==> config.mk <==
export PLATFORM = sky130hd
export DESIGN_NAME = vtw_walker
export DESIGN_NICKNAME = d
export VERILOG_FILES = /design/src/rtl/core/vtw_pkg.sv /design/src/rtl/core/vtw_walker.sv
export SDC_FILE = /design/constraint.sdc
export NUM_CORES = 1
export LEC_CHECK = 0
export CORE_UTILIZATION = 45
export DETAILED_ROUTE_END_ITERATION = 16
export DONT_BUFFER_PORTS = 1
export PLACE_DENSITY = 0.66
export SKIP_CTS_REPAIR_TIMING = 1
export SLEW_MARGIN = 40
export SYNTH_ARGS = -nofsm -noshare
export SYNTH_HDL_FRONTEND = slang
export SYNTH_SLANG_ARGS = --single-unit
export TNS_END_PERCENT = 30
==> constraint.sdc <==
create_clock -name clk_i -period 2.85 [get_ports clk_i]
set_input_delay 0.4275 -clock clk_i [delete_from_list [all_inputs] [get_ports clk_i]]
set_output_delay 0.4275 -clock clk_i [all_outputs]
set_load 0.005 [all_outputs]
==> src/rtl/core/vtw_pkg.sv <==
`default_nettype none
// ----------------------------------------------------------------------------
// vtw_pkg
// Shared types, walk-state codes and defaults for the traceback walker.
// ----------------------------------------------------------------------------
package vtw_pkg;

  localparam int unsigned LanesDefault = 4;
  localparam int unsigned RowsDefault  = 32;
  localparam int unsigned ColsDefault  = 32;
  localparam int unsigned MaxRes       = 63;

  // walk-state codes; MM..MI double as the step_state output codes
  localparam logic [2:0] W_MM   = 3'd0;
  localparam logic [2:0] W_GD   = 3'd1;
  localparam logic [2:0] W_IM   = 3'd2;
  localparam logic [2:0] W_DG   = 3'd3;
  localparam logic [2:0] W_MI   = 3'd4;
  localparam logic [2:0] W_BAD  = 3'd5;
  localparam logic [2:0] W_STOP = 3'd6;

  // stored mm_from codes
  localparam logic [2:0] C_STOP = 3'd0;
  localparam logic [2:0] C_MM   = 3'd1;
  localparam logic [2:0] C_GD   = 3'd2;
  localparam logic [2:0] C_IM   = 3'd3;
  localparam logic [2:0] C_DG   = 3'd4;
  localparam logic [2:0] C_MI   = 3'd5;

  // entry bit positions
  localparam int unsigned BitGd = 3;
  localparam int unsigned BitIm = 4;
  localparam int unsigned BitDg = 5;
  localparam int unsigned BitMi = 6;

  typedef struct packed {
    logic       en;
    logic [1:0] lane;
    logic [5:0] row;
    logic [5:0] col;
    logic [6:0] data;
  } vtw_wr_t;

  typedef struct packed {
    logic       en;
    logic [1:0] lane;
    logic [5:0] row;
    logic [5:0] col;
  } vtw_rd_t;

  typedef struct packed {
    logic [2:0] state;
    logic [5:0] row;
    logic [5:0] col;
    logic       last;
    logic       bad;
    logic [5:0] count;
  } vtw_beat_t;

  function automatic logic [2:0] code_to_walk(input logic [2:0] code);
    logic [2:0] w;
    case (code)
      C_STOP:  w = W_STOP;
      C_MM:    w = W_MM;
      C_GD:    w = W_GD;
      C_IM:    w = W_IM;
      C_DG:    w = W_DG;
      C_MI:    w = W_MI;
      default: w = W_BAD;
    endcase
    return w;
  endfunction

endpackage
`default_nettype wire

==> src/rtl/core/vtw_walker.sv <==
`default_nettype none
// ----------------------------------------------------------------------------
// vtw_walker
// Traceback sequencer: reads one entry per step, decides the predecessor
// state and hands one beat per step to the output stage.
// ----------------------------------------------------------------------------
module vtw_walker import vtw_pkg::*; (
  input  wire logic       clk_i,
  input  wire logic       rst_ni,
  input  wire logic       start_i,
  input  wire logic [1:0] start_lane_i,
  input  wire logic [5:0] start_row_i,
  input  wire logic [5:0] start_col_i,
  output logic            busy_o,
  output vtw_rd_t         rd_o,
  input  wire logic [6:0] rd_data_i,
  input  wire logic       out_free_i,
  output logic            beat_valid_o,
  output vtw_beat_t       beat_o
);

  typedef enum logic [2:0] {
    ST_IDLE = 3'b001,
    ST_READ = 3'b010,
    ST_EVAL = 3'b100
  } state_e;

  state_e     state_q, state_d;
  logic [1:0] lane_q;
  logic [5:0] row_q, row_d;
  logic [5:0] col_q, col_d;
  logic [2:0] ws_q, ws_d;
  logic [5:0] tally_q, tally_d;
  logic [5:0] cnt_q;
  logic [2:0] nxt;
  logic       bad;
  logic       is_last;
  logic       emit;

  always_comb begin
    nxt     = ws_q;
    row_d   = row_q;
    col_d   = col_q;
    tally_d = tally_q;
    bad     = 1'b0;
    case (ws_q)
      W_MM: begin
        tally_d = tally_q + 6'd1;
        if (row_q <= 6'd1 || col_q <= 6'd1) begin
          nxt = W_STOP;
        end else begin
          nxt   = code_to_walk(rd_data_i[2:0]);
          row_d = row_q - 6'd1;
          col_d = col_q - 6'd1;
        end
      end
      W_GD, W_IM: begin
        if (col_q <= 6'd1) begin
          nxt = W_STOP;
        end else begin
          if (ws_q == W_GD ? rd_data_i[BitGd] : rd_data_i[BitIm]) begin
            nxt = W_MM;
          end
          col_d = col_q - 6'd1;
        end
      end
      W_DG, W_MI: begin
        if (row_q <= 6'd1) begin
          nxt = W_STOP;
        end else begin
          if (ws_q == W_DG ? rd_data_i[BitDg] : rd_data_i[BitMi]) begin
            nxt = W_MM;
          end
          row_d = row_q - 6'd1;
        end
      end
      default: begin
        bad = 1'b1;
        nxt = W_STOP;
      end
    endcase
  end

  assign is_last = (nxt == W_STOP) || (cnt_q == 6'(MaxRes - 1));
  assign emit    = (state_q == ST_EVAL) && out_free_i;
  assign ws_d    = nxt;

  always_comb begin
    state_d = state_q;
    case (state_q)
      ST_IDLE: if (start_i) state_d = ST_READ;
      ST_READ: state_d = ST_EVAL;
      ST_EVAL: if (emit) state_d = is_last ? ST_IDLE : ST_READ;
      default: state_d = ST_IDLE;
    endcase
  end

  always_ff @(posedge clk_i or negedge rst_ni) begin
    if (!rst_ni) begin
      state_q <= ST_IDLE;
      lane_q  <= '0;
      row_q   <= '0;
      col_q   <= '0;
      ws_q    <= W_MM;
      tally_q <= '0;
      cnt_q   <= '0;
    end else begin
      state_q <= state_d;
      if (state_q == ST_IDLE && start_i) begin
        lane_q  <= start_lane_i;
        row_q   <= start_row_i;
        col_q   <= start_col_i;
        ws_q    <= W_MM;
        tally_q <= '0;
        cnt_q   <= '0;
      end else if (emit) begin
        row_q   <= row_d;
        col_q   <= col_d;
        ws_q    <= is_last ? W_MM : ws_d;
        tally_q <= tally_d;
        cnt_q   <= cnt_q + 6'd1;
      end
    end
  end

  assign busy_o = (state_q != ST_IDLE);

  assign rd_o.en   = (state_q == ST_READ);
  assign rd_o.lane = lane_q;
  assign rd_o.row  = row_q;
  assign rd_o.col  = col_q;

  assign beat_valid_o = emit;
  assign beat_o.state = is_last ? W_MM : ws_q;
  assign beat_o.row   = row_q;
  assign beat_o.col   = col_q;
  assign beat_o.last  = is_last;
  assign beat_o.bad   = is_last && bad;
  assign beat_o.count = is_last ? tally_d : 6'd0;

`ifndef SYNTHESIS
  a_beat_in_eval: assert property (@(posedge clk_i) disable iff (!rst_ni)
    beat_valid_o |-> state_q == ST_EVAL)
    else $error("beat outside evaluation");

  a_eval_after_read: assert property (@(posedge clk_i) disable iff (!rst_ni)
    state_q == ST_EVAL |-> $past(state_q) == ST_READ || $past(state_q) == ST_EVAL)
    else $error("evaluation without a preceding read");

  a_last_ends_walk: assert property (@(posedge clk_i) disable iff (!rst_ni)
    beat_valid_o && beat_o.last |=> state_q == ST_IDLE)
    else $error("walk continued after last beat");

  a_step_cap: assert property (@(posedge clk_i) disable iff (!rst_ni)
    state_q != ST_IDLE |-> cnt_q <= 6'(MaxRes - 1))
    else $error("step count over cap");
`endif

endmodule
`default_nettype wire

==> results_dict.tcl <==
set metrics [dict create \
    rsz0062_at_grt "false" \
    die_y_um 72.11 \
    portBuffers 0 \
    cap_violations 0 \
    run_status "complete, no violations" \
    peakVddDrop_uv 429.6 \
    path_clk_slew_ns 0.08 \
    io_pins 65 \
    final_area_um2 2350 \
    ys_seq_area_share_pct 36.26 \
    synth_nets 286 \
    cts_sinks 32 \
    period_needed_ns 2.745 \
    clockBufferDepth 2 \
    hold_viol_final 0 \
    crit_arrival_ns 2.32 \
    routed_wirelength_um 4457 \
    grt_antenna_before_repair 0 \
    critPathRequiredTime_ns 2.42 \
    grt_usage_pct 17.90 \
    yosysTopAreaCell "dfrtp_1" \
    first_pass_iters 4 \
    drt_iter0_drc 122 \
    vias_per_cell 5.481 \
    dieWidth_um 72.11 \
    placed_cells 302 \
    worst_slack_ns 0.1049 \
    synth_edf_count 0 \
    row_count 25 \
    syn2layout_area_growth_pct 6.222 \
    clk_latency_ns 0.29 \
    drc 0 \
    synth_cells 254 \
    leakage_nw 0.9336 \
    cts_tree "yes" \
    synth.most_common_cell "nand2_1" \
    synth_top_area_share_pct 35.07 \
    drive_gt1_share_pct 16.73 \
    final_nets 276 \
    core_um2 4723 \
    async_flop_share_pct 100.0 \
    finalNonFillerCells 312 \
    synthTopCellsByArea "dfrtp_1 35%, nand2_1 5.6%, buf_4 4.8%" \
    start_util_pct 46.83 \
    path_max_fanout 11 \
    worstMarginPinSlew_ns 0.4640 \
    synth_common_cells "33 x nand2_1, 31 x dfrtp_1, 26 x nor2_1" \
    grt_pass1_wl_um 7258 \
    synth_cell_types 58 \
    startpoint_type "flip-flop" \
    timing.final.crit_share_pct 96.32 \
    antenna_left 0 \
    grt_max_degree 33 \
    place_ws_ns 0.08725 \
    syn_area_um2 2212 \
    slew_violations 0 \
    yosys_register_bits 32 \
    setup_viol 0 \
    slew_headroom_pct 69.01 \
    routedWlPerCell_um 14.29 \
    clockRootBuffer "clkbuf_8" \
    ys_warn_count 0 \
    fin_skew_ns 0.01075 \
    vias 1710 \
    cp-end-kind "primary output" \
    gp_congestion 0.8881 \
    placed_cell_area_um2 2183 \
    grt-ovfl-total 0 \
    path_class "reg -> out" \
    htree_levels 2 \
    numCtsBuffers 5 \
    syn_area_per_cell_um2 8.709 \
    grt_pass1_vias 1537 \
    dieArea_um2 5200 \
    synthFlopType "dfrtp_1" \
    fin_util_pct 49.75 \
    max_freq_ghz 0.3643 \
    hold_class "in -> reg" \
    dp_hpwl_um 3177 \
    cellPowerDensity_nw_per_um2 905.7 \
    antenna_cells 0 \
]
flip-flops by register name, indices dropped and copies added (netlist names):
| register | flops |
|---|---|
| cnt_q | 6 |
| lane_q | 2 |
| tally_q | 6 |
| row_q | 6 |
| state_q | 3 |
| col_q | 6 |
| ws_q | 3 |
final cells by class:
cell class | instances | area [um^2]
Clock buffer | 5 | 68.82
Clock inverter | 3 | 42.54
Fill cell | 449 | 2374
Inverter | 10 | 38.79
Multi-Input combinational cell | 187 | 1235
Sequential cell | 32 | 805.8
Tap cell | 67 | 83.83
Timing Repair Buffer | 8 | 75.07
cell families after synthesis:
family / Yosys count / share of synthesized area (%)
muxes: 3 / 1.358
DFF: 32 / 36.26
xor gates and xnor gates: 19 / 7.523
adders and majority gates: 8 / 4.412
AOI/OAI and AO/OA: 50 / 15.22
and+or+nand+nor: 107 / 26.36
buffers and inverters: 35 / 8.880
per-stage QoR:
stage | setup TNS, ns | total power, mW | hold slack, ns
after floorplan | 0 | 1.579 | 0.1319
after global placement | 0 | 1.626 | 0.1324
after detailed placement | 0 | 1.640 | 0.1324
after CTS | -1.815 | 2.084 | -0.1813
after global routing | 0 | 2.292 | 0.2446
final | 0 | 2.128 | 0.2504
metal layers:
| layer | part of all wire (%) | global-route usage [%] | wire [um] |
|---|---|---|---|
| met1 | 48 | 25.38 | 2142 |
| met3 | 4.7 | 3.611 | 210 |
| met4 | 1.5 | 7.190 | 68 |
| met5 | 0 | 0 | 0 |
| met2 | 46 | 26.79 | 2035 |
cells in the final DEF (no fill, tap or decap), drive strengths merged, types with 2 or more instances in the layout:
cell    count
nand4       3
o21ai      23
o21a        2
clkbuf      5
nand3      11
o22ai       5
nand2      33
or2         2
nor3        5
ha          7
and2        5
nor2       29
xnor2       8
dfrtp      31
nand2b      5
xor2       11
a211oi      2
buf         7
inv         9
a31oi       2
clkinv      2
nor4        3
a21oi       4
o31ai       3
or4         3
mux2i       3
worst max-delay path: stages, from the launching register on:
cell and delay (ns):
dfrtp_2 0.46, or4_4 0.58, nor2_4 0.19, o22ai_1 0.09
o21a_1 0.23, o21a_4 0.28, and2_1 0.18
report_power, final:
part	internal [mW]	switching, mW	total, mW
registers	0.589	0.219	0.807
clock network	0.259	0.182	0.440
logic	0.379	0.501	0.881
worst paths after layout:
kind	from	end	slack, ns	cells past startpoint
hold / removal	start_lane_i[1]	lane_q[1]$_DFFE_PN0P_	0.25	2
min in group asynchronous	rst_ni	row_q[5]$_DFFE_PN0P_	0.60	2
max in group asynchronous	rst_ni	state_q[0]$_DFFE_PN1P_	2.00	2
setup reg to reg	state_q[1]$_DFFE_PN0P_	col_q[3]$_DFFE_PN0P_	0.59	8
hold reg to reg	lane_q[1]$_DFFE_PN0P_	lane_q[1]$_DFFE_PN0P_	0.51	2
setup / recovery	row_q[3]$_DFFE_PN0P_	beat_o[22]	0.10	6
Power figures use the tool's default switching activity.
